[src/gtp_pkg.sv]
// Shared widths, constants, register indexes and types of the go-to-point controller.
`timescale 1ns / 1ps

package gtp_pkg;

   // field widths
   localparam int POS_W      = 16;   // Q7.8 positions
   localparam int ANG_W      = 16;   // Q3.12 heading
   localparam int SD_W       = 15;   // stop distance
   localparam int RATE_W     = 14;   // turn rate clamp
   localparam int FWD_W      = 15;   // forward command
   localparam int TURN_W     = 15;   // turn command
   localparam int CSR_IDX_W  = 3;
   localparam int CSR_DATA_W = 16;

   // internal widths
   localparam int DELTA_W = POS_W + 1;         // target minus robot
   localparam int SQ_W    = 2 * DELTA_W - 1;   // one squared delta
   localparam int D2_W    = SQ_W + 1;          // squared distance
   localparam int SDSQ_W  = 2 * SD_W;          // squared stop distance
   localparam int CXY_W   = 28;                // CORDIC x and y with gain headroom
   localparam int CZ_W    = 24;                // CORDIC angle, Q.20
   localparam int ERR_W   = 18;                // heading error before wrap

   localparam int PRESCALE_SHIFT = 8;
   localparam int BEARING_SHIFT  = 8;          // Q.20 down to Q3.12
   localparam int ATAN_LEN       = 20;
   localparam int CORDIC_ITER_DEF = 14;

   localparam logic signed [CZ_W-1:0]  HALF_PI_Q20 = 24'sd1647099;
   localparam logic signed [CZ_W-1:0]  ROUND_HALF  = 24'sd128;
   localparam logic signed [ERR_W-1:0] PI_Q12      = 18'sd12868;
   localparam logic signed [ERR_W-1:0] TWO_PI_Q12  = 18'sd25736;
   localparam logic signed [ERR_W-1:0] FOUR_PI_Q12 = 18'sd51472;

   // register reset values
   localparam logic signed [POS_W-1:0] TARGET_X_RST   = 16'sd256;
   localparam logic signed [POS_W-1:0] TARGET_Y_RST   = 16'sd256;
   localparam logic [SD_W-1:0]         STOP_DIST_RST  = 15'd51;
   localparam logic [SDSQ_W-1:0]       STOP_DSQ_RST   = 30'd2601;
   localparam logic [RATE_W-1:0]       TURN_RATE_RST  = 14'd410;
   localparam logic [FWD_W-1:0]        CRUISE_RST     = 15'd410;

   typedef enum logic [CSR_IDX_W-1:0] {
      CSR_TARGET_X      = 3'd0,
      CSR_TARGET_Y      = 3'd1,
      CSR_STOP_DISTANCE = 3'd2,
      CSR_MAX_TURN_RATE = 3'd3,
      CSR_CRUISE_SPEED  = 3'd4
   } csr_index_type;

   typedef struct packed {
      logic signed [POS_W-1:0] target_x;
      logic signed [POS_W-1:0] target_y;
      logic [SDSQ_W-1:0]       stop_dist_sq;
      logic [RATE_W-1:0]       max_turn_rate;
      logic [FWD_W-1:0]        cruise_speed;
   } csr_type;

   typedef struct packed {
      logic signed [CXY_W-1:0] x;
      logic signed [CXY_W-1:0] y;
      logic signed [CZ_W-1:0]  z;
      logic signed [ANG_W-1:0] head;
      logic                    arrived;
   } cordic_word_type;

   // rounded arctangent of 2^-idx in Q.20 radians
   function automatic logic signed [CZ_W-1:0] atan_q20(input int unsigned idx);
      case (idx)
         0:  return 24'sd823550;
         1:  return 24'sd486170;
         2:  return 24'sd256879;
         3:  return 24'sd130396;
         4:  return 24'sd65451;
         5:  return 24'sd32757;
         6:  return 24'sd16383;
         7:  return 24'sd8192;
         8:  return 24'sd4096;
         9:  return 24'sd2048;
         10: return 24'sd1024;
         11: return 24'sd512;
         12: return 24'sd256;
         13: return 24'sd128;
         14: return 24'sd64;
         15: return 24'sd32;
         16: return 24'sd16;
         17: return 24'sd8;
         18: return 24'sd4;
         19: return 24'sd2;
         default: return '0;
      endcase
   endfunction

endpackage

[src/gtp_cordic_stage.sv]
// One vectoring CORDIC micro-rotation as a register stage.
`timescale 1ns / 1ps

module gtp_cordic_stage import gtp_pkg::*; #(
   parameter int unsigned SHIFT = 0
) (
   input  logic            clock,
   input  logic            reset,
   input  logic            in_valid,
   output logic            in_ready,
   input  cordic_word_type in_word,
   output logic            out_valid,
   input  logic            out_ready,
   output cordic_word_type out_word
);

   localparam logic signed [CZ_W-1:0] ANGLE = atan_q20(SHIFT);

   logic                    valid_ff;
   cordic_word_type         word_ff, word_in;
   logic signed [CXY_W-1:0] xs, ys;

   assign in_ready = !valid_ff || out_ready;

   assign xs = in_word.x >>> SHIFT;
   assign ys = in_word.y >>> SHIFT;

   // drive y toward zero, accumulate the angle turned
   always_comb begin
      word_in = in_word;
      if (in_word.y >= 0) begin
         word_in.x = in_word.x + ys;
         word_in.y = in_word.y - xs;
         word_in.z = in_word.z + ANGLE;
      end else begin
         word_in.x = in_word.x - ys;
         word_in.y = in_word.y + xs;
         word_in.z = in_word.z - ANGLE;
      end
   end

   always_ff @(posedge clock) begin
      if (reset) begin
         valid_ff <= 1'b0;
      end else if (in_ready) begin
         valid_ff <= in_valid;
      end
   end

   always_ff @(posedge clock) begin
      if (in_ready && in_valid) begin
         word_ff <= word_in;
      end
   end

   assign out_valid = valid_ff;
   assign out_word  = word_ff;

endmodule

[config.mk]
export PLATFORM = sky130hd
export DESIGN_NAME = gtp_cordic_stage
export DESIGN_NICKNAME = d
export VERILOG_FILES = /design/src/gtp_pkg.sv /design/src/gtp_cordic_stage.sv
export SDC_FILE = /design/constraint.sdc
export NUM_CORES = 1
export LEC_CHECK = 0
export ABC_CLOCK_PERIOD_IN_PS = 5700
export BUFFER_PORTS_ARGS = -buffer_cell sky130_fd_sc_hd__buf_4
export CORE_MARGIN = 8
export CORE_UTILIZATION = 45
export DETAILED_ROUTE_END_ITERATION = 10
export PLACE_DENSITY_LB_ADDON = 0.15
export SLEW_MARGIN = 0
export SYNTH_ARGS = -nofsm -noshare
export SYNTH_HDL_FRONTEND = slang
export SYNTH_SLANG_ARGS = --single-unit
[constraint.sdc]
create_clock -name clock -period 5.7 [get_ports clock]
set_input_delay 1.71 -clock clock [delete_from_list [all_inputs] [get_ports clock]]
set_output_delay 1.71 -clock clock [all_outputs]
set_load 0.1 [all_outputs]
==> impl_metrics.csv <==
group,metric,value,unit
die,io_pins,200,
power,power_per_cell_area,281,mW/mm^2
grt,grt_pass1_wl,37.3,mm
clock_network,clock_latency,340,ps
grt,grt_use_total,19.3,%
sta,setup_ws,1250,ps
grt,use_met2,31.0,%
hold_path,hold_class,"flop to flop",
die,die-area,0.0234,mm^2
yosys,ys_seq_elements,97,
finish,drive_gt1_share,22.0,%
placed_design,portBuffers,199,
yosys,synthesis.nets,1133,
yosys,yosysWarnings,0,
worst_setup_path,crit_type,"input pin to flop",
clock_network,cts_buffers,9,
grt,overflow,0,
sta,final-max-slew-violation-count,0,
hold_path,hp-start,"out_valid$_SDFFE_PP0N_",
hold_path,holdPathEnd,"out_valid$_SDFFE_PP0N_",
finish,syn2layout_area_growth,22.6,%
worst_setup_path,startpoint_type,"input pin",
die,die_h,153,um
routing,drt_iter0_drc,631,
sta,rsz0062_at_grt,"false",
sta,tightestPinTransition,960,ps
worst_setup_path,cp_max_fo,16,
yosys,netlist-cell-type-count,78,
worst_setup_path,reg2reg_from,"out_valid$_SDFFE_PP0N_",
placed_design,place_ws,906,ps
hold_path,whs_path_depth,2,
die,core,0.0186,mm^2
grt,antenna_found_initial,0,
yosys,synth_cells,938,
sta,fmax,225,MHz
yosys,syn_avg_cell_area,9.02,um^2
power,leakagePower,0.00455,uW
grt,grt-busiest-layer,"met2",
worst_setup_path,critical_path_required,5800,ps
yosys,synth.most_common_cell,"edfxtp_1",
die,die_x,153,um
finish,layout.nets,1298,
yosys,synthTopCellsByCount,"edfxtp_1, ha_1, nor2_1",
yosys,synth-edff-count,96,
routing,vias_per_cell,5.55,
yosys,async_flop_share,0,%
die,rows,50,
worst_setup_path,reg2reg_slack,3670,ps
worst_setup_path,r2r_cells,3,
sta,clock_skew,10.7,ps
die,initial_utilization,45.5,%
yosys,synth_top_area_share,34.1,%
finish,final_util,55.8,%
grt,first_global_vias,7254,
placed_design,placed_area,0.0101,mm^2
worst_setup_path,arrival,4550,ps
grt,grt_use_met3,3.83,%
sta,setup_violations,0,
yosys,synth-seq-area-share,34.3,%
job,drv_cap,0,
sta,final-hold-violation-count,0,
routing,firstDrtPassIters,5,
routing,route.antenna.remaining_nets,0,
yosys,yosys.area.top_type,"edfxtp_1",
clock_network,cts_hold_buf,0,
routing,drt-total-wl,23.1,mm
clock_network,clockBufferDepth,2,
clock_network,tritoncts,"done",
run_status,status,"completed",
grt,met1_usage,26.2,%
sta,finalCritPeriodShare,78.1,%
clock_network,clk_pin_slew_worst_paths,70,ps
routing,wl_per_cell,17.2,um
clock_network,post_cts_buffers,0,
power,irDropWorstVdd,0.151,mV
routing,vias,7453,
sta,setup_tns,0,ps
finish,fin_area,0.0104,mm^2
yosys,synth_area,0.00846,mm^2
placed_design,gp_congestion,0.891,
worst_setup_path,reg2reg_to,"out_word[87]$_DFFE_PP_",
clock_network,htreeDepth,3,
yosys,ys.flop_type,"edfxtp_1",
grt,grt_max_degree,74,
clock_network,numClockSinks,97,
yosys,synth.area.top_cells,"edfxtp_1, ha_1, xnor2_1, a21oi_1, nor2_1",
clock_network,cts_resized,0,
routing,drc,0,
sta,whs,549,ps
placed_design,dp_hpwl,18.1,mm
worst_setup_path,critical_path.endpoint_type,"flop",
sta,period_needed,4450,ps
sta,slew_headroom,36.0,%
clock_network,clockRootBuffer,"clkbuf_16",
finish,num_antenna_cells,0,
power breakdown:
| part | total, uW | internal [uW] | leakage, uW | switching [uW] |
|---|---|---|---|---|
| registers | 925 | 902 | 0.000937 | 22.8 |
| logic | 1400 | 381 | 0.00349 | 1020 |
| clock network | 590 | 313 | 0.000129 | 278 |
| total | 2920 | 1600 | 0.00455 | 1320 |
critical path, stage by stage:
cell	delay (ps)
buf_4	100
inv_1	40
ha_1	490
or3_1	450
nand2b_4	160
or4_1	490
o21ba_4	250
o31ai_4	100
o221ai_4	270
a21oi_2	140
o311a_1	340
sequential cells by signal (all words and copies together) (netlist names):
name,cells
out_valid,1
out_word,96
layer usage:
layer | share of wire, % | up-vias
met4 | 1.0 | 0
li1 | - | 3677
met1 | 47 | 3451
met2 | 45 | 304
met3 | 6.9 | 21
met5 | 0 | -
cell type report:
| cell class | instances | area [um^2] |
|---|---|---|
| Tap cell | 234 | 293 |
| Fill cell | 1707 | 8210 |
| Sequential cell | 97 | 2900 |
| Timing Repair Buffer | 202 | 1520 |
| Clock inverter | 6 | 50.0 |
| Inverter | 89 | 334 |
| Clock buffer | 10 | 239 |
| Multi-Input combinational cell | 704 | 5040 |
logic make-up (layout without fill, tap and decap cells):
group	Yosys count	in the layout	share of synthesized area [%]
buf+inv	137	307	6.18
mux	17	17	2.03
compound gates	276	276	21.9
fa+ha+maj	94	94	14.2
xor+xnor	73	73	7.56
simple gates	244	244	13.8
flops	97	97	34.3
how the worst max path moves through the flow:
stage	end	depth (start not counted)	startpoint	slack, ps
after floorplan	out_word[0]$_DFFE_PP_	2	out_ready	380
after global placement	out_word[65]$_DFFE_PP_	11	in_word[53]	930
after detailed placement	out_word[65]$_DFFE_PP_	11	in_word[51]	910
after CTS	out_word[65]$_DFFE_PP_	11	in_word[53]	1270
after global routing	out_word[89]$_DFFE_PP_	12	in_word[51]	1110
final	out_word[65]$_DFFE_PP_	11	in_word[51]	1250
metrics by stage:
step                      power, uW  instances
after floorplan                2010        938
after global placement         2330       1326
after detailed placement       2340       1326
after CTS                      2930       1342
after global routing           3050       1342
final                          2920       1342
cells in the final DEF, fill, tap and decap left out, types with 15 or more instances in the layout:
| master | n |
|---|---|
| ha_1 | 91 |
| nor2_1 | 90 |
| a21o_1 | 17 |
| nand2b_1 | 15 |
| nand2_1 | 44 |
| edfxtp_1 | 96 |
| nor3_1 | 21 |
| o21bai_1 | 17 |
| mux2i_1 | 16 |
| buf_4 | 202 |
| o21ai_0 | 55 |
| inv_1 | 82 |
| a21oi_1 | 86 |
| xnor2_1 | 59 |
(Power assumes the default switching activity.)
