`src/gtp_pkg.sv`:
```
// Shared widths, constants, register indexes and types of the go-to-point controller.
`timescale 1ns / 1ps

package gtp_pkg;

   // field widths
   localparam int POS_W      = 16;   // Q7.8 positions
   localparam int ANG_W      = 16;   // Q3.12 heading
   localparam int SD_W       = 15;   // stop distance
   localparam int RATE_W     = 14;   // turn rate clamp
   localparam int FWD_W      = 15;   // forward command
   localparam int TURN_W     = 15;   // turn command
   localparam int CSR_IDX_W  = 3;
   localparam int CSR_DATA_W = 16;

   // internal widths
   localparam int DELTA_W = POS_W + 1;         // target minus robot
   localparam int SQ_W    = 2 * DELTA_W - 1;   // one squared delta
   localparam int D2_W    = SQ_W + 1;          // squared distance
   localparam int SDSQ_W  = 2 * SD_W;          // squared stop distance
   localparam int CXY_W   = 28;                // CORDIC x and y with gain headroom
   localparam int CZ_W    = 24;                // CORDIC angle, Q.20
   localparam int ERR_W   = 18;                // heading error before wrap

   localparam int PRESCALE_SHIFT = 8;
   localparam int BEARING_SHIFT  = 8;          // Q.20 down to Q3.12
   localparam int ATAN_LEN       = 20;
   localparam int CORDIC_ITER_DEF = 14;

   localparam logic signed [CZ_W-1:0]  HALF_PI_Q20 = 24'sd1647099;
   localparam logic signed [CZ_W-1:0]  ROUND_HALF  = 24'sd128;
   localparam logic signed [ERR_W-1:0] PI_Q12      = 18'sd12868;
   localparam logic signed [ERR_W-1:0] TWO_PI_Q12  = 18'sd25736;
   localparam logic signed [ERR_W-1:0] FOUR_PI_Q12 = 18'sd51472;

   // register reset values
   localparam logic signed [POS_W-1:0] TARGET_X_RST   = 16'sd256;
   localparam logic signed [POS_W-1:0] TARGET_Y_RST   = 16'sd256;
   localparam logic [SD_W-1:0]         STOP_DIST_RST  = 15'd51;
   localparam logic [SDSQ_W-1:0]       STOP_DSQ_RST   = 30'd2601;
   localparam logic [RATE_W-1:0]       TURN_RATE_RST  = 14'd410;
   localparam logic [FWD_W-1:0]        CRUISE_RST     = 15'd410;

   typedef enum logic [CSR_IDX_W-1:0] {
      CSR_TARGET_X      = 3'd0,
      CSR_TARGET_Y      = 3'd1,
      CSR_STOP_DISTANCE = 3'd2,
      CSR_MAX_TURN_RATE = 3'd3,
      CSR_CRUISE_SPEED  = 3'd4
   } csr_index_type;

   typedef struct packed {
      logic signed [POS_W-1:0] target_x;
      logic signed [POS_W-1:0] target_y;
      logic [SDSQ_W-1:0]       stop_dist_sq;
      logic [RATE_W-1:0]       max_turn_rate;
      logic [FWD_W-1:0]        cruise_speed;
   } csr_type;

   typedef struct packed {
      logic signed [CXY_W-1:0] x;
      logic signed [CXY_W-1:0] y;
      logic signed [CZ_W-1:0]  z;
      logic signed [ANG_W-1:0] head;
      logic                    arrived;
   } cordic_word_type;

   // rounded arctangent of 2^-idx in Q.20 radians
   function automatic logic signed [CZ_W-1:0] atan_q20(input int unsigned idx);
      case (idx)
         0:  return 24'sd823550;
         1:  return 24'sd486170;
         2:  return 24'sd256879;
         3:  return 24'sd130396;
         4:  return 24'sd65451;
         5:  return 24'sd32757;
         6:  return 24'sd16383;
         7:  return 24'sd8192;
         8:  return 24'sd4096;
         9:  return 24'sd2048;
         10: return 24'sd1024;
         11: return 24'sd512;
         12: return 24'sd256;
         13: return 24'sd128;
         14: return 24'sd64;
         15: return 24'sd32;
         16: return 24'sd16;
         17: return 24'sd8;
         18: return 24'sd4;
         19: return 24'sd2;
         default: return '0;
      endcase
   endfunction

endpackage

```
`src/gtp_req_if.sv`:
```
// Pose channel: valid, ready and one pose word.
`timescale 1ns / 1ps

interface gtp_req_if import gtp_pkg::*; ();
   logic                    valid;
   logic                    ready;
   logic signed [POS_W-1:0] robot_x;
   logic signed [POS_W-1:0] robot_y;
   logic signed [ANG_W-1:0] heading;

   modport source (output valid, output robot_x, output robot_y, output heading,
                   input ready);
   modport sink   (input valid, input robot_x, input robot_y, input heading,
                   output ready);
endinterface

```
`src/gtp_front.sv`:
```
// Front stages: target delta, squared distance compare and CORDIC pre-rotation.
`timescale 1ns / 1ps

module gtp_front import gtp_pkg::*; (
   input  logic            clock,
   input  logic            reset,
   input  csr_type         csr,
   gtp_req_if.sink         req_bus,
   output logic            out_valid,
   input  logic            out_ready,
   output cordic_word_type out_word
);

   logic v1_ff, v2_ff, v3_ff;
   logic rdy1, rdy2, rdy3;

   // stage 1: deltas
   logic signed [DELTA_W-1:0] dx1_ff, dx1_in, dy1_ff, dy1_in;
   logic signed [ANG_W-1:0]   head1_ff;

   // stage 2: squares and pre-rotation
   logic [SQ_W-1:0]           dx2_ff, dx2_in, dy2_ff, dy2_in;
   logic signed [2*DELTA_W-1:0] dx_prod, dy_prod;
   logic signed [CXY_W-1:0]   x2_ff, x2_in, y2_ff, y2_in;
   logic signed [CXY_W-1:0]   xs, ys;
   logic signed [CZ_W-1:0]    z2_ff, z2_in;
   logic signed [ANG_W-1:0]   head2_ff;

   // stage 3: arrival compare
   logic [D2_W-1:0]           d2;
   cordic_word_type           word3_ff, word3_in;

   assign rdy3 = !v3_ff || out_ready;
   assign rdy2 = !v2_ff || rdy3;
   assign rdy1 = !v1_ff || rdy2;
   assign req_bus.ready = rdy1;

   assign dx1_in = DELTA_W'(csr.target_x) - DELTA_W'(req_bus.robot_x);
   assign dy1_in = DELTA_W'(csr.target_y) - DELTA_W'(req_bus.robot_y);

   assign dx_prod = (2*DELTA_W)'(dx1_ff) * (2*DELTA_W)'(dx1_ff);
   assign dy_prod = (2*DELTA_W)'(dy1_ff) * (2*DELTA_W)'(dy1_ff);
   assign dx2_in  = dx_prod[SQ_W-1:0];
   assign dy2_in  = dy_prod[SQ_W-1:0];

   assign xs = CXY_W'(dx1_ff) <<< PRESCALE_SHIFT;
   assign ys = CXY_W'(dy1_ff) <<< PRESCALE_SHIFT;

   // rotate the left half plane into the right by a quarter turn
   always_comb begin
      x2_in = xs;
      y2_in = ys;
      z2_in = '0;
      if (xs < 0) begin
         if (ys >= 0) begin
            x2_in = ys;
            y2_in = -xs;
            z2_in = HALF_PI_Q20;
         end else begin
            x2_in = -ys;
            y2_in = xs;
            z2_in = -HALF_PI_Q20;
         end
      end
   end

   assign d2 = D2_W'(dx2_ff) + D2_W'(dy2_ff);

   always_comb begin
      word3_in.x       = x2_ff;
      word3_in.y       = y2_ff;
      word3_in.z       = z2_ff;
      word3_in.head    = head2_ff;
      word3_in.arrived = d2 <= D2_W'(csr.stop_dist_sq);
   end

   always_ff @(posedge clock) begin
      if (reset) begin
         v1_ff <= 1'b0;
         v2_ff <= 1'b0;
         v3_ff <= 1'b0;
      end else begin
         if (rdy1) v1_ff <= req_bus.valid;
         if (rdy2) v2_ff <= v1_ff;
         if (rdy3) v3_ff <= v2_ff;
      end
   end

   always_ff @(posedge clock) begin
      if (rdy1 && req_bus.valid) begin
         dx1_ff   <= dx1_in;
         dy1_ff   <= dy1_in;
         head1_ff <= req_bus.heading;
      end
      if (rdy2 && v1_ff) begin
         dx2_ff   <= dx2_in;
         dy2_ff   <= dy2_in;
         x2_ff    <= x2_in;
         y2_ff    <= y2_in;
         z2_ff    <= z2_in;
         head2_ff <= head1_ff;
      end
      if (rdy3 && v2_ff) begin
         word3_ff <= word3_in;
      end
   end

   assign out_valid = v3_ff;
   assign out_word  = word3_ff;

endmodule

```
`src/flat_wrapper.sv`:
```
// flat-port wrapper written by rule: the top's interface ports become plain ports
module gtp_front_flat import gtp_pkg::*;
  (clock, reset, csr, out_valid, out_ready, out_word, req_bus_valid, req_bus_robot_x, req_bus_robot_y, req_bus_heading, req_bus_ready);
  gtp_req_if req_bus_i ();
  input  logic clock;
  input  logic reset;
  input  csr_type csr;
  output logic out_valid;
  input  logic out_ready;
  output cordic_word_type out_word;
  input wire logic [$bits(req_bus_i.valid)-1:0] req_bus_valid;
  input wire logic [$bits(req_bus_i.robot_x)-1:0] req_bus_robot_x;
  input wire logic [$bits(req_bus_i.robot_y)-1:0] req_bus_robot_y;
  input wire logic [$bits(req_bus_i.heading)-1:0] req_bus_heading;
  output wire logic [$bits(req_bus_i.ready)-1:0] req_bus_ready;
  assign req_bus_i.valid = req_bus_valid;
  assign req_bus_i.robot_x = req_bus_robot_x;
  assign req_bus_i.robot_y = req_bus_robot_y;
  assign req_bus_i.heading = req_bus_heading;
  assign req_bus_ready = req_bus_i.ready;
  gtp_front u_core (.clock(clock), .reset(reset), .csr(csr), .req_bus(req_bus_i), .out_valid(out_valid), .out_ready(out_ready), .out_word(out_word));
endmodule
```
`config.mk`:
```
export PLATFORM = sky130hd
export DESIGN_NAME = gtp_front_flat
export DESIGN_NICKNAME = d
export VERILOG_FILES = /design/src/gtp_pkg.sv /design/src/gtp_req_if.sv /design/src/gtp_front.sv /design/src/flat_wrapper.sv
export SDC_FILE = /design/constraint.sdc
export NUM_CORES = 2
export LEC_CHECK = 0
export ABC_CLOCK_PERIOD_IN_PS = 28400
export BUFFER_PORTS_ARGS = -buffer_cell sky130_fd_sc_hd__buf_2
export CAP_MARGIN = 20
export CORE_MARGIN = 10
export CORE_UTILIZATION = 35
export CTS_CLUSTER_DIAMETER = 40
export CTS_CLUSTER_SIZE = 20
export DETAILED_ROUTE_END_ITERATION = 10
export SKIP_LAST_GASP = 1
export SLEW_MARGIN = 20
export SYNTH_ARGS = -nofsm -noshare
export SYNTH_HDL_FRONTEND = slang
export SYNTH_SLANG_ARGS = --single-unit
```
`constraint.sdc`:
```
create_clock -name clock -period 28.4 [get_ports clock]
set_input_delay 5.68 -clock clock [delete_from_list [all_inputs] [get_ports clock]]
set_output_delay 5.68 -clock clock [all_outputs]
set_load 0.005 [all_outputs]
```
==> qor.csv <==
metric;value;unit
outcome;finished clean;
final setup violation count;0;
DRT iter0 DRCs;1215;
GRT Total Usage;14.6;%
Bufs on Longest Clock Path;3;
cts repair resizes;0;
Post-Synth Simple-Gate Area;9.83;%
vias per cell;4.73;
CTS Hold Bufs;0;
most frequent cells in the layout;inv_1 (767), fa_1 (529), ha_1 (270);
Synth area leader;fa_1;
CP Data Arrival Time;6700;ps
initial core utilization;35.4;%
CTS buffer count;45;
P&R area growth vs syn;12.0;%
Post-Synth Adder-Cell Area;44.6;%
initial antenna violation count;1;
Setup Skew;75.7;ps
critical path class;in -> out;
total negative slack;0;ps
vias in the first global route;22400;
DRT Pass-1 Iters;5;
wire length per cell;16.4;um
Vias;21100;
top post-synthesis cells by area;fa_1 (34%), edfxtp_1 (22%), ha_1 (11%);
Final period util;43.6;%
Port Buffer Count;196;
Tightest Pin Transition;1090;ps
Synth top area share;33.8;%
crit path time final;12380;ps
fraction of registers with async set/reset;0;%
Final GP Congestion;0.837;
DPL Wire Length;59300;um
clock tree root driver cell;clkbuf_16;
r2r setup slk;20350;ps
EDFF count, synth;233;
final hold vios;0;
Syn Inst Count;3083;
dominant synthesized flop cell;edfxtp_1;
Worst Path Max Fanout;6;
CTS clock-pin slew for the worst setup and hold paths;60;ps
die height;319;um
final WL;72900;um
worst rel slew slack;27.5;%
I/O pin count;242;
synthesized flop and latch total;236;
Synth Area in Compound Gates;7.15;%
Chip Width;319;um
Slew Limit Fails;0;
worst path required time;22720;ps
CTS tree;yes;
clock sink total;236;
max-cap violation count;0;
synth unique cells;66;
commonest non-fill, non-tap cell in the layout;inv_1;
Die ar.;0.102;sq mm
Layout Nets;4193;
min-delay worst type;reg -> reg;
gr ovfl total;0;
Worst Setup End Kind;primary output;
first-pass GRT wire length;119000;um
Mean Syn Cell Area;10.2;sq um
sequential area share after synthesis;22.5;%
ant diodes;0;
post-CTS setup buffer count;0;
# rows;109;
largest family of logic cells by synthesized area;adder cells;
RSZ-0062 raised after global routing;false;
H-tree Lvls;2;
core box area;0.0885;sq mm
share of layout cells above drive strength 1;9.83;%
Clk Latency, worst-skew pair;620;ps
Mapped Area;0.0313;sq mm
f_max;80.8;MHz
Yosys Warn Count;0;
antenna-violating nets left;0;
# DRC;0;
largest net degree at the start of global routing;77;
post-synthesis mux area share;0.340;%
critical path startpoint category;primary input;
XOR/XNOR share of the synthesized area;4.34;%
[worst max-delay path, stage by stage]
cell	delay, ps
buf_2	100
nor2b_1	580
nand3_1	170
buf_2	170
[cell type report]
type                            instances  area [sq um]
Fill cell                            8673         53400
Multi-Input combinational cell       1971         20900
Sequential cell                       236          7060
Inverter                              778          2920
Tap cell                             1165          1460
Timing Repair Buffer                  219          1150
Clock buffer                           48          1140
Clock inverter                         35           489
[Yosys cell counts, drive strengths merged (15+ instances only)]
master,count
nor3,31
nor2,149
and2,106
xnor2,119
o21ai,69
buf,42
nand2,207
inv,768
a21o,47
a21oi,121
clkbuf,74
edfxtp,233
nand3,25
or3,15
nand2b,25
nor2b,40
fa,529
xor2,36
ha,270
[routing by layer]
metal	vias to the layer above	wire, um	GRT usage, %	part of all wire [%]
li1	9886	-	-	-
met4	2	1460	3.19	2.0
met3	85	4070	2.60	5.6
met2	488	34500	24.3	47
met1	10600	32900	19.8	45
met5	-	13	0	0.018
[final timing paths]
path / from / to / depth (start not counted)
max: out_ready / req_bus_ready / 4
max reg2reg: u_core.dy1_ff[13] / u_core.dy2_ff[30] / 25
min: u_core.x2_ff[20] / u_core.out_word[89] / 0
min reg2reg: u_core.x2_ff[20] / u_core.out_word[89] / 0
[through the flow]
step | std cells | hold WS (ps) | setup slack [ps] | util (%) | cell area (sq um)
floorplan | 3101 | 400 | 12940 | - | 31400
global placement | 4369 | 400 | 16030 | 37.8 | 33400
detailed placement | 4369 | 405 | 16030 | 37.8 | 33400
CTS | 4452 | 414 | 16010 | 39.6 | 35100
global route | 4452 | 413 | 15940 | 39.6 | 35100
finish | 4452 | 412 | 16020 | 39.6 | 35100
[cells by family after synthesis]
family / after synthesis
buffers and inverters: 894
adders and majority gates: 799
and+or+nand+nor: 642
AOI/OAI and AO/OA: 346
DFF: 236
xor gates and xnor gates: 155
muxes: 10
other: 1
[state kept, by name (all words and copies together), names as in the netlist, 3 cells and up]
signal           count
u_core.out_word     60
u_core.dy1_ff       17
u_core.head2_ff     16
u_core.y2_ff        20
u_core.dy2_ff       32
u_core.x2_ff        20
u_core.dx1_ff       17
u_core.head1_ff     16
u_core.z2_ff         3
u_core.dx2_ff       32
Power is left out: the tool's default activity adds up to more than one toggle a clock period on the data nets, which glitch-free logic cannot reach.
