### config.mk
export PLATFORM = sky130hd
export DESIGN_NAME = gtp_back_flat
export DESIGN_NICKNAME = d
export VERILOG_FILES = /design/src/gtp_pkg.sv /design/src/gtp_rsp_if.sv /design/src/gtp_back.sv /design/src/flat_wrapper.sv
export SDC_FILE = /design/constraint.sdc
export NUM_CORES = 1
export LEC_CHECK = 0
export BUFFER_PORTS_ARGS = -buffer_cell sky130_fd_sc_hd__buf_2
export CAP_MARGIN = 20
export CORE_MARGIN = 4
export CORE_UTILIZATION = 40
export DETAILED_ROUTE_END_ITERATION = 12
export GPL_ROUTABILITY_DRIVEN = 1
export PLACE_DENSITY = 0.78
export REMOVE_ABC_BUFFERS = 1
export SETUP_SLACK_MARGIN = 0.3
export SLEW_MARGIN = 20
export SYNTH_ARGS = -nofsm -noshare
export SYNTH_HDL_FRONTEND = slang
export SYNTH_SLANG_ARGS = --single-unit
### constraint.sdc
create_clock -name clock -period 6.06 [get_ports clock]
set_input_delay 0.303 -clock clock [delete_from_list [all_inputs] [get_ports clock]]
set_output_delay 0.303 -clock clock [all_outputs]
set_load 0.005 [all_outputs]
### src/gtp_pkg.sv
// Shared widths, constants, register indexes and types of the go-to-point controller.
`timescale 1ns / 1ps

package gtp_pkg;

   // field widths
   localparam int POS_W      = 16;   // Q7.8 positions
   localparam int ANG_W      = 16;   // Q3.12 heading
   localparam int SD_W       = 15;   // stop distance
   localparam int RATE_W     = 14;   // turn rate clamp
   localparam int FWD_W      = 15;   // forward command
   localparam int TURN_W     = 15;   // turn command
   localparam int CSR_IDX_W  = 3;
   localparam int CSR_DATA_W = 16;

   // internal widths
   localparam int DELTA_W = POS_W + 1;         // target minus robot
   localparam int SQ_W    = 2 * DELTA_W - 1;   // one squared delta
   localparam int D2_W    = SQ_W + 1;          // squared distance
   localparam int SDSQ_W  = 2 * SD_W;          // squared stop distance
   localparam int CXY_W   = 28;                // CORDIC x and y with gain headroom
   localparam int CZ_W    = 24;                // CORDIC angle, Q.20
   localparam int ERR_W   = 18;                // heading error before wrap

   localparam int PRESCALE_SHIFT = 8;
   localparam int BEARING_SHIFT  = 8;          // Q.20 down to Q3.12
   localparam int ATAN_LEN       = 20;
   localparam int CORDIC_ITER_DEF = 14;

   localparam logic signed [CZ_W-1:0]  HALF_PI_Q20 = 24'sd1647099;
   localparam logic signed [CZ_W-1:0]  ROUND_HALF  = 24'sd128;
   localparam logic signed [ERR_W-1:0] PI_Q12      = 18'sd12868;
   localparam logic signed [ERR_W-1:0] TWO_PI_Q12  = 18'sd25736;
   localparam logic signed [ERR_W-1:0] FOUR_PI_Q12 = 18'sd51472;

   // register reset values
   localparam logic signed [POS_W-1:0] TARGET_X_RST   = 16'sd256;
   localparam logic signed [POS_W-1:0] TARGET_Y_RST   = 16'sd256;
   localparam logic [SD_W-1:0]         STOP_DIST_RST  = 15'd51;
   localparam logic [SDSQ_W-1:0]       STOP_DSQ_RST   = 30'd2601;
   localparam logic [RATE_W-1:0]       TURN_RATE_RST  = 14'd410;
   localparam logic [FWD_W-1:0]        CRUISE_RST     = 15'd410;

   typedef enum logic [CSR_IDX_W-1:0] {
      CSR_TARGET_X      = 3'd0,
      CSR_TARGET_Y      = 3'd1,
      CSR_STOP_DISTANCE = 3'd2,
      CSR_MAX_TURN_RATE = 3'd3,
      CSR_CRUISE_SPEED  = 3'd4
   } csr_index_type;

   typedef struct packed {
      logic signed [POS_W-1:0] target_x;
      logic signed [POS_W-1:0] target_y;
      logic [SDSQ_W-1:0]       stop_dist_sq;
      logic [RATE_W-1:0]       max_turn_rate;
      logic [FWD_W-1:0]        cruise_speed;
   } csr_type;

   typedef struct packed {
      logic signed [CXY_W-1:0] x;
      logic signed [CXY_W-1:0] y;
      logic signed [CZ_W-1:0]  z;
      logic signed [ANG_W-1:0] head;
      logic                    arrived;
   } cordic_word_type;

   // rounded arctangent of 2^-idx in Q.20 radians
   function automatic logic signed [CZ_W-1:0] atan_q20(input int unsigned idx);
      case (idx)
         0:  return 24'sd823550;
         1:  return 24'sd486170;
         2:  return 24'sd256879;
         3:  return 24'sd130396;
         4:  return 24'sd65451;
         5:  return 24'sd32757;
         6:  return 24'sd16383;
         7:  return 24'sd8192;
         8:  return 24'sd4096;
         9:  return 24'sd2048;
         10: return 24'sd1024;
         11: return 24'sd512;
         12: return 24'sd256;
         13: return 24'sd128;
         14: return 24'sd64;
         15: return 24'sd32;
         16: return 24'sd16;
         17: return 24'sd8;
         18: return 24'sd4;
         19: return 24'sd2;
         default: return '0;
      endcase
   endfunction

endpackage

### src/gtp_rsp_if.sv
// Command channel: valid, ready and one command word.
`timescale 1ns / 1ps

interface gtp_rsp_if import gtp_pkg::*; ();
   logic                     valid;
   logic                     ready;
   logic [FWD_W-1:0]         forward_cmd;
   logic signed [TURN_W-1:0] turn_cmd;
   logic                     arrived;

   modport source (output valid, output forward_cmd, output turn_cmd, output arrived,
                   input ready);
   modport sink   (input valid, input forward_cmd, input turn_cmd, input arrived,
                   output ready);
endinterface

### src/gtp_back.sv
// Back stages: bearing rounding, heading error wrap, clamp and command register.
`timescale 1ns / 1ps

module gtp_back import gtp_pkg::*; (
   input  logic            clock,
   input  logic            reset,
   input  csr_type         csr,
   input  logic            in_valid,
   output logic            in_ready,
   input  cordic_word_type in_word,
   gtp_rsp_if.source       rsp_bus
);

   logic v1_ff, v2_ff, v3_ff;
   logic rdy1, rdy2, rdy3;

   // stage 1: bearing minus heading
   logic signed [CZ_W-1:0]  z_round, z_shift;
   logic signed [ERR_W-1:0] err1_ff, err1_in;
   logic                    arr1_ff;

   // stage 2: wrap into [-pi, pi]
   logic signed [ERR_W-1:0] err2_ff, err2_in;
   logic signed [ERR_W-1:0] sub1, sub2, add1, add2;
   logic                    arr2_ff;

   // stage 3: clamp and output
   logic signed [ERR_W-1:0] lim, clamped;
   logic [FWD_W-1:0]         fwd_ff, fwd_in;
   logic signed [TURN_W-1:0] turn_ff, turn_in;
   logic                     arr3_ff;

   assign rdy3 = !v3_ff || rsp_bus.ready;
   assign rdy2 = !v2_ff || rdy3;
   assign rdy1 = !v1_ff || rdy2;
   assign in_ready = rdy1;

   assign z_round = in_word.z + ROUND_HALF;
   assign z_shift = z_round >>> BEARING_SHIFT;
   assign err1_in = ERR_W'(z_shift) - ERR_W'(in_word.head);

   assign sub1 = err1_ff - TWO_PI_Q12;
   assign sub2 = err1_ff - FOUR_PI_Q12;
   assign add1 = err1_ff + TWO_PI_Q12;
   assign add2 = err1_ff + FOUR_PI_Q12;

   // at most two whole turns off for any heading word
   always_comb begin
      err2_in = err1_ff;
      if (err1_ff > PI_Q12) begin
         err2_in = (sub1 > PI_Q12) ? sub2 : sub1;
      end else if (err1_ff < -PI_Q12) begin
         err2_in = (add1 < -PI_Q12) ? add2 : add1;
      end
   end

   assign lim = signed'(ERR_W'(csr.max_turn_rate));

   always_comb begin
      clamped = err2_ff;
      if (err2_ff > lim) begin
         clamped = lim;
      end else if (err2_ff < -lim) begin
         clamped = -lim;
      end
   end

   assign turn_in = arr2_ff ? '0 : clamped[TURN_W-1:0];
   assign fwd_in  = arr2_ff ? '0 : csr.cruise_speed;

   always_ff @(posedge clock) begin
      if (reset) begin
         v1_ff <= 1'b0;
         v2_ff <= 1'b0;
         v3_ff <= 1'b0;
      end else begin
         if (rdy1) v1_ff <= in_valid;
         if (rdy2) v2_ff <= v1_ff;
         if (rdy3) v3_ff <= v2_ff;
      end
   end

   always_ff @(posedge clock) begin
      if (rdy1 && in_valid) begin
         err1_ff <= err1_in;
         arr1_ff <= in_word.arrived;
      end
      if (rdy2 && v1_ff) begin
         err2_ff <= err2_in;
         arr2_ff <= arr1_ff;
      end
      if (rdy3 && v2_ff) begin
         fwd_ff  <= fwd_in;
         turn_ff <= turn_in;
         arr3_ff <= arr2_ff;
      end
   end

   assign rsp_bus.valid       = v3_ff;
   assign rsp_bus.forward_cmd = fwd_ff;
   assign rsp_bus.turn_cmd    = turn_ff;
   assign rsp_bus.arrived     = arr3_ff;

endmodule

### src/flat_wrapper.sv
// flat-port wrapper written by rule: the top's interface ports become plain ports
module gtp_back_flat import gtp_pkg::*;
  (clock, reset, csr, in_valid, in_ready, in_word, rsp_bus_valid, rsp_bus_forward_cmd, rsp_bus_turn_cmd, rsp_bus_arrived, rsp_bus_ready);
  gtp_rsp_if rsp_bus_i ();
  input  logic clock;
  input  logic reset;
  input  csr_type csr;
  input  logic in_valid;
  output logic in_ready;
  input  cordic_word_type in_word;
  output wire logic [$bits(rsp_bus_i.valid)-1:0] rsp_bus_valid;
  output wire logic [$bits(rsp_bus_i.forward_cmd)-1:0] rsp_bus_forward_cmd;
  output wire logic [$bits(rsp_bus_i.turn_cmd)-1:0] rsp_bus_turn_cmd;
  output wire logic [$bits(rsp_bus_i.arrived)-1:0] rsp_bus_arrived;
  input wire logic [$bits(rsp_bus_i.ready)-1:0] rsp_bus_ready;
  assign rsp_bus_valid = rsp_bus_i.valid;
  assign rsp_bus_forward_cmd = rsp_bus_i.forward_cmd;
  assign rsp_bus_turn_cmd = rsp_bus_i.turn_cmd;
  assign rsp_bus_arrived = rsp_bus_i.arrived;
  assign rsp_bus_i.ready = rsp_bus_ready;
  gtp_back u_core (.clock(clock), .reset(reset), .csr(csr), .in_valid(in_valid), .in_ready(in_ready), .in_word(in_word), .rsp_bus(rsp_bus_i));
endmodule
==> metrics.csv <==
metric,value,unit
starting utilization of the core area,41.0,%
clock tree from TritonCTS,done,
Worst path slowest cell,or4b_2,
fraction of layout instances using a drive strength above 1,18.8,%
Setup crit start,csr[17],
largest cells by area after synthesis,"edfxtp_1 31%, ha_1 10%, xnor2_1 5.1%",
Port Buffer Count,99,
ordered cell list for the critical path,buf_2 > or3_1 > or3_1 > or3_1 > inv_1 > nand3_2 > nor3_1 > xnor2_1 > ha_1 > nand4_1 > nor2_1 > o211ai_1 > a31oi_1 > o21ai_0 > a31oi_2 > buf_4 > or4b_2 > o31ai_1,
Via-to-Cell Ratio,5.52,
Syn-to-layout area delta,15.1,%
cell class contributing the biggest share of worst-path delay,simple AND/OR/NAND/NOR gates,
via total after detailed routing,5695,
total iterations of the first detailed-routing run,6,
"Min Clock Period, post-route",4.51,ns
"Remaining Overflow, GRT",0,
final-report hold violation count,0,
drt total wl,14500,µm
post-CTS setup repair buffer count,0,
Die Span X,136,µm
RSZ-0062 raised after global routing,no,
pin count of the biggest net entering global routing,62,
initial drt markers,433,
total core area,0.0160,mm²
launch point of the worst reg-to-reg path,u_core.err1_ff[3],
buffer cell driving the clock tree root,clkbuf_16,
leading cell types by count after synthesis,"68 x edfxtp_1, 57 x inv_1, 54 x ha_1",
post-synthesis instance total,732,
"Largest stage delay, worst path",0.62,ns
Total Neg Setup Slack,0,ns
final antenna-violating net count,0,
I/O Pins,225,
cell mode on critical path,or3_1,
crit path buf inv count,3,
count of yosys warnings during synthesis,0,
clk sink count,71,
Critical R2R Capture,u_core.err2_ff[6],
Post-synth EDFFs,68,
All-Layer GR Usage,15.8,%
"Period Utilization, post-route",74.4,%
# DRC,0,
Die H,136,µm
cell area after synthesis,0.00657,mm²
full die area,0.0185,mm²
# hold bufs at CTS,0,
Worst-Margin Slew,0.889,ns
depth of the worst hold-timing path,2,
number of CTS-inserted buffers,9,
most common cell in the synthesized netlist,edfxtp_1,
largest area contributor in the netlist,edfxtp_1,
post-placement cell count,1016,
status,"complete, no violations",
total of flip-flops plus latches after synthesis,71,
first-pass GRT wire length,24100,µm
final cell count without fillers,1032,
endpoint of the worst hold-timing path,u_core.rsp_bus.valid,
highest achievable clock rate,222,MHz
"Data required, critical path",6.24,ns
average instance area after synthesis,8.97,µm²
critical path launch point type,primary input,
number of resized instances in the post-cts repair step,0,
Post-DP HPWL,10800,µm
overall power of the completed layout,1.96,mW
antenna violations before repair,0,
depth of the CTS H-tree,3,
clock transition at the registers of the reported paths,0.06,ns
"Arr. time, crit path",4.69,ns
kind of end point of the critical path,flop,
power per standard cell area,259,mW/mm²
number of different library cells in the post-synthesis netlist,84,
ys flop type,edfxtp_1,
Placement Rows,46,
depth of the worst register-to-register path,8,
antenna cells,0,
reported leakage power,3.12,nW
worst clock skew on the final layout,0.00773,ns
post-synthesis async set-or-reset flop share,0,%
clock insertion delay at the later pin of the skew report,0.35,ns
worst hold-check path type,primary input to flop,
flop-to-flop setup slack,2.26,ns
clock tree buffer depth,2,
Max Cap Viol,0,
path type of the worst setup path,primary input to flop,
final-report setup violation count,0,
net total in the final layout,1058,
worst relative slew slack,40.4,%
proportion of netlist area held by the largest area contributor,31.1,%
weighted congestion reported at the end of routability-driven placement,0.901,
Wirelength per Cell,14.0,µm
Worst IR Drop VDD,0.136,mV
number of global-route vias before repair,5270,
max-slew violation total from the final report,0,
largest fanout on the critical path,36,
portion of the post-synthesis area used by sequential elements,32.0,%
beginning of the worst hold path,reset,
==> registers in the layout, summed over array words and instances (netlist names) <==
name	count
u_core.rsp_bus.valid	1
u_core.rsp_bus.turn_cmd	15
u_core.rsp_bus.arrived	1
u_core.arr1_ff	1
u_core.err2_ff	18
u_core.v1_ff	1
u_core.rsp_bus.forward_cmd	15
u_core.arr2_ff	1
u_core.v2_ff	1
u_core.err1_ff	17
==> report_power, final <==
part / internal, mW / switching [mW]
clock network: 0.361 / 0.214
registers: 0.613 / 0.0905
logic: 0.296 / 0.384
total: 1.27 / 0.688
==> layout make-up <==
class / instances / area, µm²
multi-input combinational: 566 / 4100
timing repair buffer: 106 / 548
clock buffer: 9 / 225
tap: 216 / 270
sequential: 71 / 2100
inverter: 57 / 214
fill: 1549 / 8440
clock inverter: 7 / 97.6
==> per-layer routing <==
| metal | vias up | global-route usage, % | wire length (µm) |
|---|---|---|---|
| met5 | - | 0 | 0 |
| met4 | 0 | 5.21 | 202 |
| met3 | 17 | 3.63 | 1130 |
| met2 | 206 | 26.1 | 6610 |
| met1 | 2583 | 20.5 | 6520 |
| li1 | 2889 | - | - |
==> per-stage QoR <==
| step | area (µm²) | setup WS [ns] | util [%] | hold WS, ns |
|---|---|---|---|---|
| CTS | 7550 | 1.57 | 47.2 | 0.127 |
| detailed placement | 7220 | 1.22 | 45.2 | 0.418 |
| floorplan | 6380 | 0.752 | - | 0.372 |
| global placement | 7220 | 1.24 | 45.2 | 0.406 |
| global route | 7560 | 1.22 | 47.2 | 0.128 |
| finish | 7560 | 1.55 | 47.2 | 0.136 |
==> worst register-to-register path, cell delays in order (launching register included) <==
cell       delay (ns)
edfxtp_1         0.63
ha_1             0.42
a311oi_2         0.58
or3_1            0.21
o221ai_2         0.13
a2111oi_4        0.55
o31ai_1          0.16
xor2_1           0.17
a2111oi_0        0.67
==> cell families (layout without fill, tap and decap cells) <==
logic type                 Yosys count  count (layout)  synth area share (%)
DFF                                 71              71                  32.0
and+or+nand+nor                    266             266                  21.9
buffers and inverters               95             179                  6.04
AOI/OAI and AO/OA                  184             184                  21.2
adders and majority gates           55              55                  10.6
muxes                               10              10                  1.54
xor gates and xnor gates            51              51                  6.80
==> worst max-delay path by stage <==
| stage | end | slack [ns] | depth (start not counted) |
|---|---|---|---|
| floorplan | u_core.rsp_bus.turn_cmd[0] | 0.75 | 16 |
| global placement | u_core.rsp_bus.turn_cmd[0] | 1.24 | 18 |
| detailed placement | u_core.rsp_bus.turn_cmd[0] | 1.22 | 18 |
| CTS | u_core.rsp_bus.turn_cmd[0] | 1.57 | 18 |
| global route | u_core.rsp_bus.turn_cmd[0] | 1.22 | 18 |
| finish | u_core.rsp_bus.turn_cmd[0] | 1.55 | 18 |
==> placed cells by master (no fill, tap or decap), drive strengths merged, types with 9 or more instances in the layout <==
cell,netlist,final
nand3,27,27
a31oi,14,14
xnor2,38,38
a21o,11,11
nand2,52,52
ha,54,54
inv,57,57
buf,11,106
nor2,54,54
clkbuf,27,9
o21ai,33,33
a211oi,11,11
xor2,13,13
or3,18,18
o41ai,10,10
nor2b,26,26
a21oi,30,30
edfxtp,68,68
nor3,26,26
mux2i,9,9
nand3b,9,9
Power figures use the tool's default switching activity.
