[src/gtp_pkg.sv]
// Shared widths, constants, register indexes and types of the go-to-point controller.
`timescale 1ns / 1ps

package gtp_pkg;

   // field widths
   localparam int POS_W      = 16;   // Q7.8 positions
   localparam int ANG_W      = 16;   // Q3.12 heading
   localparam int SD_W       = 15;   // stop distance
   localparam int RATE_W     = 14;   // turn rate clamp
   localparam int FWD_W      = 15;   // forward command
   localparam int TURN_W     = 15;   // turn command
   localparam int CSR_IDX_W  = 3;
   localparam int CSR_DATA_W = 16;

   // internal widths
   localparam int DELTA_W = POS_W + 1;         // target minus robot
   localparam int SQ_W    = 2 * DELTA_W - 1;   // one squared delta
   localparam int D2_W    = SQ_W + 1;          // squared distance
   localparam int SDSQ_W  = 2 * SD_W;          // squared stop distance
   localparam int CXY_W   = 28;                // CORDIC x and y with gain headroom
   localparam int CZ_W    = 24;                // CORDIC angle, Q.20
   localparam int ERR_W   = 18;                // heading error before wrap

   localparam int PRESCALE_SHIFT = 8;
   localparam int BEARING_SHIFT  = 8;          // Q.20 down to Q3.12
   localparam int ATAN_LEN       = 20;
   localparam int CORDIC_ITER_DEF = 14;

   localparam logic signed [CZ_W-1:0]  HALF_PI_Q20 = 24'sd1647099;
   localparam logic signed [CZ_W-1:0]  ROUND_HALF  = 24'sd128;
   localparam logic signed [ERR_W-1:0] PI_Q12      = 18'sd12868;
   localparam logic signed [ERR_W-1:0] TWO_PI_Q12  = 18'sd25736;
   localparam logic signed [ERR_W-1:0] FOUR_PI_Q12 = 18'sd51472;

   // register reset values
   localparam logic signed [POS_W-1:0] TARGET_X_RST   = 16'sd256;
   localparam logic signed [POS_W-1:0] TARGET_Y_RST   = 16'sd256;
   localparam logic [SD_W-1:0]         STOP_DIST_RST  = 15'd51;
   localparam logic [SDSQ_W-1:0]       STOP_DSQ_RST   = 30'd2601;
   localparam logic [RATE_W-1:0]       TURN_RATE_RST  = 14'd410;
   localparam logic [FWD_W-1:0]        CRUISE_RST     = 15'd410;

   typedef enum logic [CSR_IDX_W-1:0] {
      CSR_TARGET_X      = 3'd0,
      CSR_TARGET_Y      = 3'd1,
      CSR_STOP_DISTANCE = 3'd2,
      CSR_MAX_TURN_RATE = 3'd3,
      CSR_CRUISE_SPEED  = 3'd4
   } csr_index_type;

   typedef struct packed {
      logic signed [POS_W-1:0] target_x;
      logic signed [POS_W-1:0] target_y;
      logic [SDSQ_W-1:0]       stop_dist_sq;
      logic [RATE_W-1:0]       max_turn_rate;
      logic [FWD_W-1:0]        cruise_speed;
   } csr_type;

   typedef struct packed {
      logic signed [CXY_W-1:0] x;
      logic signed [CXY_W-1:0] y;
      logic signed [CZ_W-1:0]  z;
      logic signed [ANG_W-1:0] head;
      logic                    arrived;
   } cordic_word_type;

   // rounded arctangent of 2^-idx in Q.20 radians
   function automatic logic signed [CZ_W-1:0] atan_q20(input int unsigned idx);
      case (idx)
         0:  return 24'sd823550;
         1:  return 24'sd486170;
         2:  return 24'sd256879;
         3:  return 24'sd130396;
         4:  return 24'sd65451;
         5:  return 24'sd32757;
         6:  return 24'sd16383;
         7:  return 24'sd8192;
         8:  return 24'sd4096;
         9:  return 24'sd2048;
         10: return 24'sd1024;
         11: return 24'sd512;
         12: return 24'sd256;
         13: return 24'sd128;
         14: return 24'sd64;
         15: return 24'sd32;
         16: return 24'sd16;
         17: return 24'sd8;
         18: return 24'sd4;
         19: return 24'sd2;
         default: return '0;
      endcase
   endfunction

endpackage

[src/gtp_csr.sv]
// Configuration registers and the squared stop distance.
`timescale 1ns / 1ps

module gtp_csr import gtp_pkg::*; (
   input  logic                  clock,
   input  logic                  reset,
   input  logic                  csr_we,
   input  logic [CSR_IDX_W-1:0]  csr_index,
   input  logic [CSR_DATA_W-1:0] csr_wdata,
   output csr_type               csr
);

   logic signed [POS_W-1:0] target_x_ff, target_x_in;
   logic signed [POS_W-1:0] target_y_ff, target_y_in;
   logic [SD_W-1:0]         stop_dist_ff, stop_dist_in;
   logic [SDSQ_W-1:0]       stop_dsq_ff, stop_dsq_in;
   logic [RATE_W-1:0]       turn_rate_ff, turn_rate_in;
   logic [FWD_W-1:0]        cruise_ff, cruise_in;

   always_comb begin
      target_x_in  = target_x_ff;
      target_y_in  = target_y_ff;
      stop_dist_in = stop_dist_ff;
      turn_rate_in = turn_rate_ff;
      cruise_in    = cruise_ff;
      if (csr_we) begin
         case (csr_index_type'(csr_index))
            CSR_TARGET_X:      target_x_in  = signed'(csr_wdata[POS_W-1:0]);
            CSR_TARGET_Y:      target_y_in  = signed'(csr_wdata[POS_W-1:0]);
            CSR_STOP_DISTANCE: stop_dist_in = csr_wdata[SD_W-1:0];
            CSR_MAX_TURN_RATE: turn_rate_in = csr_wdata[RATE_W-1:0];
            CSR_CRUISE_SPEED:  cruise_in    = csr_wdata[FWD_W-1:0];
            default: ;
         endcase
      end
   end

   // square is registered from the stop distance register, in the cycle after a write
   assign stop_dsq_in = SDSQ_W'(stop_dist_ff) * SDSQ_W'(stop_dist_ff);

   always_ff @(posedge clock) begin
      if (reset) begin
         target_x_ff  <= TARGET_X_RST;
         target_y_ff  <= TARGET_Y_RST;
         stop_dist_ff <= STOP_DIST_RST;
         stop_dsq_ff  <= STOP_DSQ_RST;
         turn_rate_ff <= TURN_RATE_RST;
         cruise_ff    <= CRUISE_RST;
      end else begin
         target_x_ff  <= target_x_in;
         target_y_ff  <= target_y_in;
         stop_dist_ff <= stop_dist_in;
         stop_dsq_ff  <= stop_dsq_in;
         turn_rate_ff <= turn_rate_in;
         cruise_ff    <= cruise_in;
      end
   end

   assign csr.target_x      = target_x_ff;
   assign csr.target_y      = target_y_ff;
   assign csr.stop_dist_sq  = stop_dsq_ff;
   assign csr.max_turn_rate = turn_rate_ff;
   assign csr.cruise_speed  = cruise_ff;

endmodule

[config.mk]
export PLATFORM = sky130hd
export DESIGN_NAME = gtp_csr
export DESIGN_NICKNAME = d
export VERILOG_FILES = /design/src/gtp_pkg.sv /design/src/gtp_csr.sv
export SDC_FILE = /design/constraint.sdc
export NUM_CORES = 1
export LEC_CHECK = 0
export ABC_AREA = 1
export BUFFER_PORTS_ARGS = -buffer_cell sky130_fd_sc_hd__buf_2
export CORE_MARGIN = 2
export CORE_UTILIZATION = 61
export DETAILED_ROUTE_END_ITERATION = 8
export GPL_TIMING_DRIVEN = 0
export PLACE_DENSITY = 0.86
export SLEW_MARGIN = 20
export SYNTH_ARGS = -nofsm -noshare
export SYNTH_HDL_FRONTEND = slang
export SYNTH_SLANG_ARGS = --single-unit
[constraint.sdc]
create_clock -name clock -period 5.78 [get_ports clock]
set_input_delay 0.578 -clock clock [delete_from_list [all_inputs] [get_ports clock]]
set_output_delay 0.578 -clock clock [all_outputs]
set_load 0.05 [all_outputs]
==> flow_summary.yaml, run 1 <==
route:
  wl_um: 27120
  wl_per_cell_um: 16.05
  drcViolationCount: 0
  vias_per_cell: 5.255
  first_pass_iters: 5
  via_count: 8876
  ant_nets: 0
  drt_iter0_markers: 633
clocking:
  worstSkewPairLatency_ns: 0.37
  cts_tree: "yes"
  cts_inserted_buffers: 9
  ctsHtreeMaxLevel: 3
  cts.clk_slew.worst_paths_ns: 0.08
  clkSinkCount: 105
  clockRootBuffer: "clkbuf_16"
  clk_path_buf_depth: 2
floorplanning:
  fp.dieW_um: 133.0
  rows: 47
  initial_utilization_pct: 61.90
  coreArea_um2: 16410
  io_pins: 113
  fp.dieH_um: 133.0
  die-area_um2: 17700
pwr:
  p_sw_mw: 1.127
  p_sw_share_pct: 43.19
  p_clk_share_pct: 26.4
  max-vdd-ir-drop_uv: 192.4
  leakage_nw: 6.799
  p_per_area_nw_per_um2: 228.7
  power_mw: 2.610
  combPwrFrac_pct: 42.6
  seqPwrFrac_pct: 31.0
  p_int_mw: 1.483
synthesis:
  yosysSeqAreaShare_pct: 20.70
  synth_warnings: 0
  synth_top_area_cell: "fa_1"
  syn_area_um2: 10160
  avgSynthCellArea_um2: 7.557
  syn_inst: 1344
  synth.distinct_cells: 33
  synth_top_cells_by_area: "fa_1 27%, dfxtp_1 21%, ha_1 11%, inv_1 11%, nand2_1 11%"
  synthesis.nets: 1594
  yosysTopAreaCellShare_pct: 26.61
  yosys_register_bits: 105
global_routing:
  track_usage_pct: 31.43
  grt_pass1_wl_um: 43510
  grt_pass1_vias: 9178
  antenna_found_initial: 0
  grt_max_degree: 22
  grt-ovfl-total: 0
setup_path:
  start_kind: "flip-flop"
  crit_required_ns: 6.07
  critical_path_class: "flip-flop to flip-flop"
  crit_path_end_kind: "flip-flop"
  critPathMaxFanout: 10
  regToRegSetupSlack_ns: 0.24
  critPathArrivalTime_ns: 5.83
sta:
  relSlewSlack_pct: 54.61
  fin_skew_ns: 0.01141
  setup_ws_ns: 0.2357
  slew_violations: 0
  fin_crit_ns: 5.544
  fin_hold_ws_ns: 0.4468
  fmax_mhz: 180.4
  setup_tns_ns: 0
  setup_viol: 0
  hold_viol: 0
  period_share_pct: 95.92
  worst_slew_pin_slew_ns: 0.6808
cells_and_area:
  final_core_util_pct: 69.56
  n_antenna_cell: 0
  layout.cells.non_filler: 1689
  nets: 1714
  post-route-cell-area_um2: 11410
  drive_above_1_share_pct: 13.34
  syn_to_final_growth_pct: 12.37
placed_design:
  placed_cell_area_um2: 10990
  dp_hpwl_um: 21640
  place_inst: 1675
  dp_slack_ns: -0.1856
  portBuffers: 111
  gp_congestion: 0.9807
run:
  maxCapViolations: 0
worst_hold_path:
  hold_class: "input port to flip-flop"
outcome:
  status: "finished clean"
cell type report:
type	count	area (um^2)
clock buffer	9	225.2
clock inverter	7	102.6
buffer	35	186.4
timing repair buffer	112	563.0
sequential	105	2118
tap	220	275.3
multi-input combinational	888	6766
fill	1210	4995
inverter	313	1175
Yosys cell counts:
master    count
inv_1       309
nand2_1     294
nor2_1      171
fa_1        135
dfxtp_1     105
ha_1         93
o21ai_0      73
a21oi_1      37
nand3_1      36
clkbuf_1     26
buf_2         8
xor2_1        8
and2_1        5
nor2_2        5
or2_2         5
o21bai_1      4
xnor2_1       4
buf_4         3
inv_2         3
nand2_2       3
o211ai_1      3
nor3_2        2
or2_0         2
a21o_1        1
a21oi_2       1
buf_1         1
clkinv_1      1
conb_1        1
mux2_2        1
nand3_2       1
nor3_1        1
nor3_4        1
o21a_1        1
what timing repair did:
item	in CTS	in global routing
pin swaps	0	2
hold buffers	0	0
buffers inserted	0	1
setup endpoints to repair	12	18
gates cloned	0	0
gates resized for setup	11	49
path summary, 6_finish.rpt:
path,startpoint,end,cells after the start
worst max-delay path,stop_dist_ff[1]$_SDFFE_PP1P_,stop_dsq_ff[28]$_SDFF_PP0_,25
worst max register to register,stop_dist_ff[1]$_SDFFE_PP1P_,stop_dsq_ff[28]$_SDFF_PP0_,25
worst min register to register,turn_rate_ff[7]$_SDFFE_PP1P_,turn_rate_ff[7]$_SDFFE_PP1P_,2
worst min-delay path,csr_wdata[15],target_y_ff[15]$_SDFFE_PP0P_,3
critical path, stage by stage (launching register included):
cell and delay [ns]:
dfxtp_1 0.40, buf_2 0.23, nand2_1 0.08, inv_1 0.06, fa_1 0.47, inv_1 0.06, fa_1 0.54, inv_1 0.07
fa_1 0.53, inv_1 0.06, fa_1 0.52, inv_1 0.05, fa_1 0.47, inv_1 0.05, fa_1 0.47, inv_1 0.06
ha_4 0.23, nand2_2 0.10, inv_1 0.07, a21oi_2 0.15, nand3_2 0.15, nand2_1 0.09, nand3_1 0.16, nand2_1 0.12
nand2_1 0.09, nor2_4 0.18
logic make-up after synthesis:
logic type	count (synthesis)	share of synthesized area, %
compound gates	120	6.172
xor+xnor	12	1.035
fa+ha+maj	228	38.07
buf+inv	351	13.18
flops	105	20.70
mux	1	0.1109
other cells	1	0.03692
simple gates	526	20.70
registers in the layout (all words and copies together), names as in the netlist:
name,count
stop_dsq_ff,29
target_x_ff,16
target_y_ff,16
cruise_ff,15
stop_dist_ff,15
turn_rate_ff,14
routing by layer:
metal | global-route usage, % | share of wire (%)
met5 | 0 | 0
met2 | 52.16 | 47
met4 | 13.92 | 3.9
met3 | 9.425 | 10
met1 | 37.98 | 39
layout by cell type (no fill, tap or decap), types with 35 or more instances in the layout:
| cell type | count |
|---|---|
| inv_1 | 309 |
| nand2_1 | 293 |
| nor2_1 | 164 |
| fa_1 | 135 |
| buf_2 | 123 |
| dfxtp_1 | 94 |
| ha_1 | 92 |
| o21ai_0 | 73 |
| a21oi_1 | 36 |
| nand3_1 | 35 |
power by group through the flow:
stage | combinational, mW | clock [mW] | sequential (mW)
finish | 1.11 | 0.688 | 0.809
global route | 1.23 | 0.718 | 0.815
CTS | 1.07 | 0.692 | 0.808
detailed placement | 1.06 | 0 | 0.820
global placement | 1.03 | 0 | 0.820
floorplan | 0.612 | 0 | 1.01
Power figures use the tool's default switching activity.
==> run 2, diff against run 1 <==
--- a/config.mk
+++ b/config.mk
@@ -7,11 +7,13 @@
 export LEC_CHECK = 0
 export ABC_AREA = 1
 export BUFFER_PORTS_ARGS = -buffer_cell sky130_fd_sc_hd__buf_2
+export CELL_PAD_IN_SITES_DETAIL_PLACEMENT = 1
+export CELL_PAD_IN_SITES_GLOBAL_PLACEMENT = 2
 export CORE_MARGIN = 2
-export CORE_UTILIZATION = 61
+export CORE_UTILIZATION = 35
 export DETAILED_ROUTE_END_ITERATION = 8
 export GPL_TIMING_DRIVEN = 0
-export PLACE_DENSITY = 0.86
+export PLACE_DENSITY = 0.85
 export SLEW_MARGIN = 20
 export SYNTH_ARGS = -nofsm -noshare
 export SYNTH_HDL_FRONTEND = slang
==> run 2 against run 1 <==
Net effect:
- sequential share of layout area shrank 0.38 points
- die area grew 72%
- utilization decreased by 29 points
==> flow_summary.yaml, run 2 (synthesis results as in run 1) <==
sta:
  fin_crit_ns: 5.599
  worst_slew_pin_slew_ns: 0.7892
  fmax_mhz: 178.6
  slew_violations: 0
  setup_ws_ns: 0.1809
  fin_hold_ws_ns: 0.4376
  relSlewSlack_pct: 47.39
  hold_viol: 0
  setup_viol: 0
  period_share_pct: 96.87
  fin_skew_ns: 0.01124
  setup_tns_ns: 0
  rsz0062_at_grt: "yes"
placed_design:
  place_inst: 1839
  gp_congestion: 0.8968
  dp_slack_ns: -0.4449
  placed_cell_area_um2: 11190
  dp_hpwl_um: 26630
  portBuffers: 111
cells_and_area:
  multi_input_area_um2: 6779
  nets: 1716
  layout.cells.non_filler: 1856
  reg_top3: "stop_dsq_ff (29), target_x_ff (16), target_y_ff (16)"
  post-route-cell-area_um2: 11660
  syn_to_final_growth_pct: 14.77
  largest_register_ffs: 29
  drive_above_1_share_pct: 13.80
  regMostFlops: "stop_dsq_ff"
  final_common_cell: "inv_1"
  n_fill_cell: 3600
  final-seq-area_um2: 2120
  final_core_util_pct: 40.72
  layout_common_cells: "309 x inv_1, 292 x nand2_1, 164 x nor2_1"
route:
  vias_per_cell: 4.664
  first_pass_iters: 4
  drt_iter0_markers: 227
  ant_nets: 0
  wl_um: 31680
  wl_per_cell_um: 17.07
  drcViolationCount: 0
  via_count: 8657
setup_path:
  start_kind: "flip-flop"
  crit_path_end_kind: "flip-flop"
  crit_required_ns: 6.07
  critPathMaxFanout: 10
  regToRegSetupSlack_ns: 0.18
  critical_path_class: "flip-flop to flip-flop"
  critPathArrivalTime_ns: 5.89
clocking:
  clkSinkCount: 105
  cts_tree: "yes"
  cts_inserted_buffers: 9
  ctsHtreeMaxLevel: 3
  cts.clk_slew.worst_paths_ns: 0.10
  worstSkewPairLatency_ns: 0.37
  clockRootBuffer: "clkbuf_16"
  ctsHoldBuffers: 0
  clk_path_buf_depth: 2
floorplanning:
  fp.dieW_um: 174.3
  rows: 62
  die-area_um2: 30400
  initial_utilization_pct: 35.48
  io_pins: 113
  coreArea_um2: 28630
  fp.dieH_um: 174.3
outcome:
  status: "finished clean"
run:
  maxCapViolations: 0
global_routing:
  grt-ovfl-total: 0
  grt_pass1_wl_um: 50940
  grt_max_degree: 23
  track_usage_pct: 21.38
  grt_pass1_vias: 9613
  antenna_found_initial: 0
worst_hold_path:
  hold_class: "input port to flip-flop"
pwr:
  power_mw: 2.631
  leakage_nw: 6.812
  max-vdd-ir-drop_uv: 121.8
  p_per_area_nw_per_um2: 225.7
-- run 2: path summary, 6_finish.rpt --
kind	from	end	cells past startpoint
min reg2reg	turn_rate_ff[7]$_SDFFE_PP1P_	turn_rate_ff[7]$_SDFFE_PP1P_	2
min	csr_wdata[15]	target_y_ff[15]$_SDFFE_PP0P_	3
max	stop_dist_ff[0]$_SDFFE_PP1P_	stop_dsq_ff[29]$_SDFF_PP0_	24
max reg2reg	stop_dist_ff[0]$_SDFFE_PP1P_	stop_dsq_ff[29]$_SDFF_PP0_	24
-- run 2: timing repair --
item	in CTS	in global routing
cloned	0	0
buffers inserted	0	1
setup endpoints to repair	17	15
gates resized for setup	30	48
pin swaps	0	3
-- run 2: cell type report --
class                   instances  share of cell area, %
multi-input cells             888                  58.16
flip-flops and latches        105                  18.18
inverters                     313                  10.08
repair buffers                112                  4.830
well taps                     384                  4.122
clock buffers                   9                  1.932
plain buffers                  37                  1.889
clock inverters                 7                 0.7836
diodes                          1                0.02147
-- run 2: metal layers --
metal	routed length, um	GRT usage [%]	share of wire, %	vias to the layer above
li1	-	-	-	4212
met1	14350	27.46	45	4248
met2	15270	37.52	48	166
met3	1572	3.653	5.0	31
met4	497	4.832	1.6	0
met5	0	0	0	-
-- run 2: power breakdown --
group | total, mW | internal, mW | leakage (nW) | switching [mW]
clock network | 0.684 | 0.314 | 0.152 | 0.370
logic | 1.14 | 0.346 | 5.80 | 0.790
registers | 0.810 | 0.781 | 0.860 | 0.0287
-- run 2: worst max-delay path, stage by stage (launching register included) --
cell      delay [ns]
dfxtp_1         0.39
clkbuf_4        0.23
nand2_1         0.09
inv_1           0.07
fa_1            0.50
inv_1           0.05
fa_1            0.55
inv_1           0.06
fa_1            0.51
inv_1           0.06
fa_1            0.53
inv_1           0.05
fa_1            0.47
inv_1           0.05
fa_1            0.47
inv_1           0.04
ha_2            0.38
nand2_2         0.10
nor2_2          0.19
nand3_1         0.12
nand3_2         0.16
nand2_1         0.11
nand3_1         0.10
nand2_1         0.09
nor2_4          0.16
